--- config.mk ---
export PLATFORM = sky130hd
export DESIGN_NAME = stereo_tone_control_i2s_feed
export DESIGN_NICKNAME = d
export VERILOG_FILES = /design/src/rtl/stc_pkg.sv /design/src/rtl/stc_mac.sv /design/src/rtl/stc_play_clock.sv /design/src/rtl/stereo_tone_control_i2s_feed.sv
export SDC_FILE = /design/constraint.sdc
export NUM_CORES = 1
export LEC_CHECK = 0
export BUFFER_PORTS_ARGS = -buffer_cell sky130_fd_sc_hd__buf_4
export CORE_MARGIN = 4
export CORE_UTILIZATION = 40
export CTS_BUF_LIST = sky130_fd_sc_hd__clkbuf_16
export DETAILED_ROUTE_END_ITERATION = 8
export REMOVE_ABC_BUFFERS = 1
export SLEW_MARGIN = 20
export SYNTH_ARGS = -nofsm -noshare
export SYNTH_HDL_FRONTEND = slang
export SYNTH_SLANG_ARGS = --single-unit
--- constraint.sdc ---
create_clock -name clk -period 13.05 [get_ports clk]
set_clock_uncertainty 0.05 [all_clocks]
set_input_delay 1.9575 -clock clk [delete_from_list [all_inputs] [get_ports clk]]
set_output_delay 1.9575 -clock clk [all_outputs]
set_load 0.02 [all_outputs]
--- src/rtl/stc_pkg.sv ---
// shared types, constants and codes for the stereo tone control block
// no dependencies; every rtl file refers to it by scoped names
`default_nettype none

package stc_pkg;

    // field and register widths
    localparam int SAMPLE_W = 16;
    localparam int VOLUME_W = 6;
    localparam int GAIN_W   = 5;
    localparam int TPS_W    = 18;
    localparam int SEC_W    = 6;
    localparam int MIN_W    = 8;
    localparam int CFG_W    = 18;

    // shared multiply-accumulate unit widths
    localparam int OPND_W = 17;
    localparam int ACC_W  = 34;
    localparam int SUM_W  = 22;

    // filter and limit constants
    localparam logic [OPND_W-1:0] LP_IN_COEF   = 17'd1000;
    localparam logic [OPND_W-1:0] LP_FB_COEF   = 17'd31768;
    localparam logic signed [SUM_W-1:0] SUM_LIMIT_POS = 22'sd32766;
    localparam logic signed [SUM_W-1:0] SUM_LIMIT_NEG = -22'sd32766;
    localparam logic [SEC_W-1:0] SECS_PER_MIN  = 6'd60;

    // configuration register indexes
    typedef enum logic [1:0] {
        CFG_VOLUME      = 2'd0,
        CFG_TREBLE_GAIN = 2'd1,
        CFG_BASS_GAIN   = 2'd2,
        CFG_TICKS_PER_S = 2'd3
    } cfg_index_t;

    // sequencer states
    typedef enum logic [2:0] {
        ST_IDLE,
        ST_VOL,
        ST_LPX,
        ST_LPF,
        ST_TRE,
        ST_BAS,
        ST_SUM,
        ST_DONE
    } state_t;

    // one operation for the shared multiply-accumulate unit
    typedef struct packed {
        logic              en;
        logic              accum;
        logic [OPND_W-1:0] a;
        logic [OPND_W-1:0] b;
    } mac_op_t;

endpackage

`default_nettype wire

--- src/rtl/stc_mac.sv ---
// shared signed 17x17 multiply-accumulate unit with a registered accumulator
// depends on stc_pkg
`default_nettype none

module stc_mac (
    input  wire logic                           clk,
    input  wire logic                           rst_n,
    input  wire stc_pkg::mac_op_t               op,
    output logic signed [stc_pkg::ACC_W-1:0]    acc
);

    logic signed [stc_pkg::OPND_W-1:0] opnd_a;
    logic signed [stc_pkg::OPND_W-1:0] opnd_b;
    logic signed [stc_pkg::ACC_W-1:0]  prod;
    logic signed [stc_pkg::ACC_W-1:0]  acc_reg;
    logic signed [stc_pkg::ACC_W-1:0]  acc_next;

    // multiply, then either load or add into the accumulator
    assign opnd_a = $signed(op.a);
    assign opnd_b = $signed(op.b);
    assign prod   = opnd_a * opnd_b;

    always_comb
    begin
        acc_next = acc_reg;
        if (op.en)
        begin
            if (op.accum)
                acc_next = acc_reg + prod;
            else
                acc_next = prod;
        end
    end

    always_ff @(posedge clk or negedge rst_n)
    begin
        if (!rst_n)
            acc_reg <= '0;
        else
            acc_reg <= acc_next;
    end

    assign acc = acc_reg;

endmodule

`default_nettype wire

--- src/rtl/stc_play_clock.sv ---
// play clock: tick counter feeding seconds and wrapping minutes
// depends on stc_pkg
`default_nettype none

module stc_play_clock (
    input  wire logic                         clk,
    input  wire logic                         rst_n,
    input  wire logic                         advance,
    input  wire logic [stc_pkg::TPS_W-1:0]    ticks_per_second,
    output logic [stc_pkg::SEC_W-1:0]         seconds,
    output logic [stc_pkg::MIN_W-1:0]         minutes
);

    logic [stc_pkg::TPS_W-1:0] tick_reg;
    logic [stc_pkg::TPS_W-1:0] tick_next;
    logic [stc_pkg::SEC_W-1:0] sec_reg;
    logic [stc_pkg::SEC_W-1:0] sec_next;
    logic [stc_pkg::MIN_W-1:0] min_reg;
    logic [stc_pkg::MIN_W-1:0] min_next;
    logic [stc_pkg::TPS_W-1:0] tick_inc;
    logic [stc_pkg::SEC_W-1:0] sec_inc;

    assign tick_inc = tick_reg + 1'b1;
    assign sec_inc  = sec_reg + 1'b1;

    // one tick per processed word, carry into seconds and minutes
    always_comb
    begin
        tick_next = tick_reg;
        sec_next  = sec_reg;
        min_next  = min_reg;
        if (advance)
        begin
            if (tick_inc >= ticks_per_second)
            begin
                tick_next = '0;
                if (sec_inc >= stc_pkg::SECS_PER_MIN)
                begin
                    sec_next = '0;
                    min_next = min_reg + 1'b1;
                end
                else
                begin
                    sec_next = sec_inc;
                end
            end
            else
            begin
                tick_next = tick_inc;
            end
        end
    end

    always_ff @(posedge clk or negedge rst_n)
    begin
        if (!rst_n)
        begin
            tick_reg <= '0;
            sec_reg  <= '0;
            min_reg  <= '0;
        end
        else
        begin
            tick_reg <= tick_next;
            sec_reg  <= sec_next;
            min_reg  <= min_next;
        end
    end

    assign seconds = sec_reg;
    assign minutes = min_reg;

endmodule

`default_nettype wire

--- src/rtl/stereo_tone_control_i2s_feed.sv ---
// Stereo tone control feeding an I2S DAC; depends on stc_pkg, stc_mac, stc_play_clock.
// A sample steps through VOL, LPX, LPF, TRE, BAS, SUM and DONE after acceptance, a paused
// item goes straight to DONE; a new item is taken only once the last leaves DONE, and the five
// multiplies run one after another through the single multiply-accumulate unit.
// Reset: asynchronous active low; filters, play clock and channel phase clear,
// registers return to volume 8, gains 0, 88200 ticks per second.
`default_nettype none

module stereo_tone_control_i2s_feed (
    input  wire logic                          clk,
    input  wire logic                          rst_n,
    // configuration write port
    input  wire logic                          cfg_we,
    input  wire logic [1:0]                    cfg_index,
    input  wire logic [stc_pkg::CFG_W-1:0]     cfg_data,
    // input channel
    input  wire logic                          in_valid,
    output logic                               in_stall,
    input  wire logic signed [stc_pkg::SAMPLE_W-1:0] sample,
    input  wire logic                          paused,
    // output channel
    output logic                               out_valid,
    input  wire logic                          out_stall,
    output logic [stc_pkg::SAMPLE_W-1:0]       dac_word,
    output logic                               left_select,
    output logic [stc_pkg::SEC_W-1:0]          play_seconds,
    output logic [stc_pkg::MIN_W-1:0]          play_minutes
);

    localparam int SW = stc_pkg::SAMPLE_W;
    localparam int OW = stc_pkg::OPND_W;

    // configuration registers
    logic [stc_pkg::VOLUME_W-1:0] volume_reg;
    logic [stc_pkg::GAIN_W-1:0]   treble_reg;
    logic [stc_pkg::GAIN_W-1:0]   bass_reg;
    logic [stc_pkg::TPS_W-1:0]    tps_reg;

    // sequencer and per-item registers
    stc_pkg::state_t state_reg, state_next;
    logic [SW-1:0]   in_sample_reg;
    logic [SW-1:0]   x_reg;
    logic [OW-1:0]   high_reg;
    logic [OW-1:0]   low_reg;
    logic [SW-1:0]   word_reg;
    logic            toggle_reg;
    logic            carried_reg;

    // channel filter state
    logic [SW-1:0] lp_left_reg, lp_right_reg;
    logic [SW-1:0] hp_left_reg, hp_right_reg;
    logic [SW-1:0] prev_left_reg, prev_right_reg;

    // output register
    logic            out_valid_reg;
    logic [SW-1:0]   out_word_reg;
    logic            out_left_reg;
    logic [stc_pkg::SEC_W-1:0] out_sec_reg;
    logic [stc_pkg::MIN_W-1:0] out_min_reg;

    stc_pkg::mac_op_t mac_op;
    logic signed [stc_pkg::ACC_W-1:0] acc;
    logic            clock_advance;
    logic [stc_pkg::SEC_W-1:0] seconds;
    logic [stc_pkg::MIN_W-1:0] minutes;

    logic            in_xfer;
    logic            out_free;
    logic            is_left;
    logic [SW-1:0]   lp_sel, hp_sel, prev_sel;
    logic [SW-1:0]   x_scaled;
    logic signed [SW+1:0] high_sum;
    logic signed [stc_pkg::SUM_W-1:0] tone_sum;
    logic signed [stc_pkg::SUM_W-1:0] tone_sat;
    logic [SW-1:0]   sat_bits;

    assign in_xfer  = in_valid && !in_stall;
    assign in_stall = (state_reg != stc_pkg::ST_IDLE);
    assign out_free = !out_valid_reg || !out_stall;
    assign is_left  = toggle_reg;

    assign lp_sel   = is_left ? lp_left_reg   : lp_right_reg;
    assign hp_sel   = is_left ? hp_left_reg   : hp_right_reg;
    assign prev_sel = is_left ? prev_left_reg : prev_right_reg;

    // volume-scaled sample: floor of product / 32, low 16 bits kept
    assign x_scaled = acc[SW+4:5];

    // high-pass: floor((x - prev + hp) / 2)
    assign high_sum = {{2{x_scaled[SW-1]}}, x_scaled} - {{2{prev_sel[SW-1]}}, prev_sel}
                    + {{2{hp_sel[SW-1]}}, hp_sel};

    // tone sum and saturation
    assign tone_sum = $signed(acc[stc_pkg::SUM_W-1:0])
                    + $signed({{(stc_pkg::SUM_W-SW){x_reg[SW-1]}}, x_reg});

    always_comb
    begin
        if (tone_sum > stc_pkg::SUM_LIMIT_POS)
            tone_sat = stc_pkg::SUM_LIMIT_POS;
        else if (tone_sum < stc_pkg::SUM_LIMIT_NEG)
            tone_sat = stc_pkg::SUM_LIMIT_NEG;
        else
            tone_sat = tone_sum;
    end

    assign sat_bits = tone_sat[SW-1:0];

    // configuration writes
    always_ff @(posedge clk or negedge rst_n)
    begin
        if (!rst_n)
        begin
            volume_reg <= 6'd8;
            treble_reg <= '0;
            bass_reg   <= '0;
            tps_reg    <= 18'd88200;
        end
        else if (cfg_we)
        begin
            case (stc_pkg::cfg_index_t'(cfg_index))
                stc_pkg::CFG_VOLUME:      volume_reg <= cfg_data[stc_pkg::VOLUME_W-1:0];
                stc_pkg::CFG_TREBLE_GAIN: treble_reg <= cfg_data[stc_pkg::GAIN_W-1:0];
                stc_pkg::CFG_BASS_GAIN:   bass_reg   <= cfg_data[stc_pkg::GAIN_W-1:0];
                stc_pkg::CFG_TICKS_PER_S: tps_reg    <= cfg_data[stc_pkg::TPS_W-1:0];
                default: ;
            endcase
        end
    end

    // next state and multiplier operands
    always_comb
    begin
        state_next    = state_reg;
        mac_op        = '0;
        clock_advance = 1'b0;
        case (state_reg)
            stc_pkg::ST_IDLE:
            begin
                if (in_xfer)
                    state_next = paused ? stc_pkg::ST_DONE : stc_pkg::ST_VOL;
            end
            stc_pkg::ST_VOL:
            begin
                mac_op.en  = 1'b1;
                mac_op.a   = {in_sample_reg[SW-1], in_sample_reg};
                mac_op.b   = {{(OW-stc_pkg::VOLUME_W){1'b0}}, volume_reg};
                state_next = stc_pkg::ST_LPX;
            end
            stc_pkg::ST_LPX:
            begin
                mac_op.en  = 1'b1;
                mac_op.a   = {x_scaled[SW-1], x_scaled};
                mac_op.b   = stc_pkg::LP_IN_COEF;
                state_next = stc_pkg::ST_LPF;
            end
            stc_pkg::ST_LPF:
            begin
                mac_op.en    = 1'b1;
                mac_op.accum = 1'b1;
                mac_op.a     = {lp_sel[SW-1], lp_sel};
                mac_op.b     = stc_pkg::LP_FB_COEF;
                state_next   = stc_pkg::ST_TRE;
            end
            stc_pkg::ST_TRE:
            begin
                mac_op.en  = 1'b1;
                mac_op.a   = {{3{high_reg[OW-1]}}, high_reg[OW-1:3]};
                mac_op.b   = {{(OW-stc_pkg::GAIN_W){treble_reg[stc_pkg::GAIN_W-1]}},
                              treble_reg};
                state_next = stc_pkg::ST_BAS;
            end
            stc_pkg::ST_BAS:
            begin
                mac_op.en    = 1'b1;
                mac_op.accum = 1'b1;
                mac_op.a     = {{3{low_reg[OW-1]}}, low_reg[OW-1:3]};
                mac_op.b     = {{(OW-stc_pkg::GAIN_W){bass_reg[stc_pkg::GAIN_W-1]}},
                                bass_reg};
                state_next   = stc_pkg::ST_SUM;
            end
            stc_pkg::ST_SUM:
            begin
                clock_advance = 1'b1;
                state_next    = stc_pkg::ST_DONE;
            end
            stc_pkg::ST_DONE:
            begin
                if (out_free)
                    state_next = stc_pkg::ST_IDLE;
            end
            default:
            begin
                state_next = stc_pkg::ST_IDLE;
            end
        endcase
    end

    always_ff @(posedge clk or negedge rst_n)
    begin
        if (!rst_n)
            state_reg <= stc_pkg::ST_IDLE;
        else
            state_reg <= state_next;
    end

    // channel phase and carried bit
    always_ff @(posedge clk or negedge rst_n)
    begin
        if (!rst_n)
        begin
            toggle_reg  <= 1'b0;
            carried_reg <= 1'b0;
        end
        else
        begin
            if (in_xfer && !paused)
                toggle_reg <= ~toggle_reg;
            if (state_reg == stc_pkg::ST_SUM)
                carried_reg <= sat_bits[0];
        end
    end

    // filter state, committed once the tone sum is formed
    always_ff @(posedge clk or negedge rst_n)
    begin
        if (!rst_n)
        begin
            lp_left_reg    <= '0;
            lp_right_reg   <= '0;
            hp_left_reg    <= '0;
            hp_right_reg   <= '0;
            prev_left_reg  <= '0;
            prev_right_reg <= '0;
        end
        else if (state_reg == stc_pkg::ST_SUM)
        begin
            if (is_left)
            begin
                lp_left_reg   <= low_reg[SW-1:0];
                hp_left_reg   <= high_reg[SW-1:0];
                prev_left_reg <= x_reg;
            end
            else
            begin
                lp_right_reg   <= low_reg[SW-1:0];
                hp_right_reg   <= high_reg[SW-1:0];
                prev_right_reg <= x_reg;
            end
        end
    end

    // per-item datapath registers
    always_ff @(posedge clk)
    begin
        if (in_xfer)
        begin
            in_sample_reg <= sample;
            word_reg      <= '0;
        end
        if (state_reg == stc_pkg::ST_LPX)
        begin
            x_reg    <= x_scaled;
            high_reg <= high_sum[SW+1:1];
        end
        if (state_reg == stc_pkg::ST_TRE)
            low_reg <= acc[SW+OW-2:SW-1];
        if (state_reg == stc_pkg::ST_SUM)
            word_reg <= {carried_reg, sat_bits[SW-1:1]};
    end

    // output register, loaded when the item is done and the slot is free
    always_ff @(posedge clk or negedge rst_n)
    begin
        if (!rst_n)
            out_valid_reg <= 1'b0;
        else if (state_reg == stc_pkg::ST_DONE && out_free)
            out_valid_reg <= 1'b1;
        else if (!out_stall)
            out_valid_reg <= 1'b0;
    end

    always_ff @(posedge clk)
    begin
        if (state_reg == stc_pkg::ST_DONE && out_free)
        begin
            out_word_reg <= word_reg;
            out_left_reg <= toggle_reg;
            out_sec_reg  <= seconds;
            out_min_reg  <= minutes;
        end
    end

    stc_mac u_mac (
        .clk   (clk),
        .rst_n (rst_n),
        .op    (mac_op),
        .acc   (acc)
    );

    stc_play_clock u_play_clock (
        .clk              (clk),
        .rst_n            (rst_n),
        .advance          (clock_advance),
        .ticks_per_second (tps_reg),
        .seconds          (seconds),
        .minutes          (minutes)
    );

    assign out_valid    = out_valid_reg;
    assign dac_word     = out_word_reg;
    assign left_select  = out_left_reg;
    assign play_seconds = out_sec_reg;
    assign play_minutes = out_min_reg;

endmodule

`default_nettype wire

==> flow_summary.yaml <==
layout:
  antenna_cells: 0
  regArea_mm2: 0.00841
  multiInputGateArea_mm2: 0.0167
  largest_reg_flops: 32
  num-fill-cells: 6305
  nets: 3207
  postLayoutCellArea_mm2: 0.0297
  syn2layout_area_growth_pct: 10.0
  drive_gt1_frac: 0.127
global_routing:
  grt_pass1_wl_um: 110000
  antenna_found_initial: 0
  grt_overflow: 0
  grt_use_total: 0.194
  grt_max_degree: 75
  first_global_vias: 20100
cts:
  cts_hold_buf: 0
  htreeDepth: 2
  cts.path.max_buffers: 3
  insertion_delay_ns: 0.56
  clock-sinks: 313
  numCtsBuffers: 35
  cts_tree: "built"
  clk_pin_slew_ns: 0.06
  cts_root_buf: "clkbuf_16"
  cts_setup_buffers: 0
  cts_resized: 0
synth:
  ys_top_cells_by_area: "fa_1 21%, dfrtp_1 18%, edfxtp_1 13%, ha_1 8.3%, mux2_2 6.5%"
  synth_top_area_share: 0.208
  syn_area_mm2: 0.0270
  synthCells: 2648
  ys_warn_count: 0
  yosys-top-cells-count: "440 x inv_1, 280 x fa_1, 223 x nor2_1"
  synth.avg_cell_area_um2: 10.2
  synth_edf_count: 113
  ys_seq_elements: 313
  ys_async_sr_fraction: 0.639
  synthFlopType: "dfrtp_1"
  yosys.cell_types.count: 80
  ys_seq_area_frac: 0.312
  synth.most_common_cell: "inv_1"
  synth_top_area_cell: "fa_1"
sta:
  worst_pin_slew_ns: 1.17
  whs_ns: 0.364
  slew_headroom: 0.217
  layout_setup_ws_ns: 1.62
  rsz0062_at_grt: "no"
  drv_slew: 0
  fin_crit_sh: 0.876
  hold_viol: 0
  fmax_mhz: 87.5
  setup_viol: 0
  layout_min_cycle_time_ns: 11.43
  fin_tns_setup_ns: 0
run:
  cap_viol_max_count: 0
floorplan:
  start_util: 0.407
  core_mm2: 0.0663
  die_area_mm2: 0.0717
  die_y_um: 268
  core.rowCount: 94
  die-width_um: 268
  io_pins: 75
setup_path:
  cp_top_family: "adder cells"
  crit_buf_inv: 5
  worst_setup_path_start_kind: "register"
  reg2reg_to: "u_mac.acc[31]"
  cp_slowest_cell: "a21oi_1"
  critPathRequiredTime_ns: 13.48
  worstPathMaxFanout: 25
  ff2ff_path_depth: 34
  r2r_start: "state_reg[1]"
  critPathKind: "reg -> reg"
  cpPeakStageDelay_ns: 0.95
  rrSetupSlack_ns: 1.62
  endpoint_kind: "register"
  cp-startpoint: "state_reg[1]"
  arrival_ns: 11.86
min_path:
  worstHoldStart: "word_reg[5]"
  min_path_type: "reg -> reg"
  min_to: "dac_word[5]"
  hold-path-cell-count: 0
detailed_routing:
  drtIter0Drc: 1444
  vias: 19200
  ant_nets: 0
  drtPass1Iterations: 5
  drt-total-wl_um: 68500
  avgRoutedWirePerCell_um: 19.0
  viasPerCell: 5.33
  route.detailed.drc: 0
outcome:
  outcome: "completed"
placed_design:
  io_buffers: 74
  placed_cell_area_mm2: 0.0285
  dp_worst_setup_slack_ns: 1.81
  place_hpwl_um: 54000
  gp_routability_congestion: 0.896
-- cell families (layout without fill, tap and decap cells) --
logic type	after synthesis	in the layout	synth area share
mux	206	206	0.0836
flops	313	313	0.312
compound gates	424	424	0.101
buf+inv	513	597	0.0716
simple gates	615	615	0.103
xor+xnor	117	117	0.0380
fa+ha+maj	460	460	0.291
-- through the flow --
step | utilization | std cells
3_5_place_dp | 0.430 | 3532
3_3_place_gp | 0.430 | 3532
6_report | 0.447 | 3596
2_1_floorplan | - | 2576
4_1_cts | 0.447 | 3596
5_1_grt | 0.447 | 3596
-- how the worst max path moves through the flow --
stage | end | cells past startpoint
2_1_floorplan | u_mac.acc[31] | 34
3_3_place_gp | u_mac.acc[31] | 35
3_5_place_dp | u_mac.acc[31] | 34
4_1_cts | u_mac.acc[31] | 33
5_1_grt | u_mac.acc[31] | 35
6_report | u_mac.acc[31] | 34
-- metal layers --
layer	global-route usage	share of wire
met5	0	0
met4	0.0648	0.035
met3	0.0342	0.055
met2	0.326	0.48
met1	0.256	0.43
-- cells in the final DEF (no fill, tap or decap), types with 24 or more instances in the layout --
cell type,Yosys,layout
inv_1,440,447
fa_1,280,280
nor2_1,223,220
nand2_1,196,195
dfrtp_1,193,191
ha_1,180,180
mux2_2,155,155
edfxtp_1,113,113
a21oi_1,113,111
o21ai_0,102,102
buf_4,0,91
xnor2_1,74,74
mux2i_1,51,51
xor2_1,43,43
nand3_1,36,36
clkbuf_16,0,36
a21o_1,29,29
nor3_1,24,24
-- layout make-up --
cell class,instances,area share
Clock buffer,36,0.0304
Clock inverter,28,0.00831
Inverter,441,0.0558
Multi-Input combinational cell,1822,0.562
Sequential cell,313,0.283
Tap cell,864,0.0364
Timing Repair Buffer,92,0.0235
Power is not shown: default switching activity piles up to over one toggle a cycle in this logic, so the estimate is an artifact.
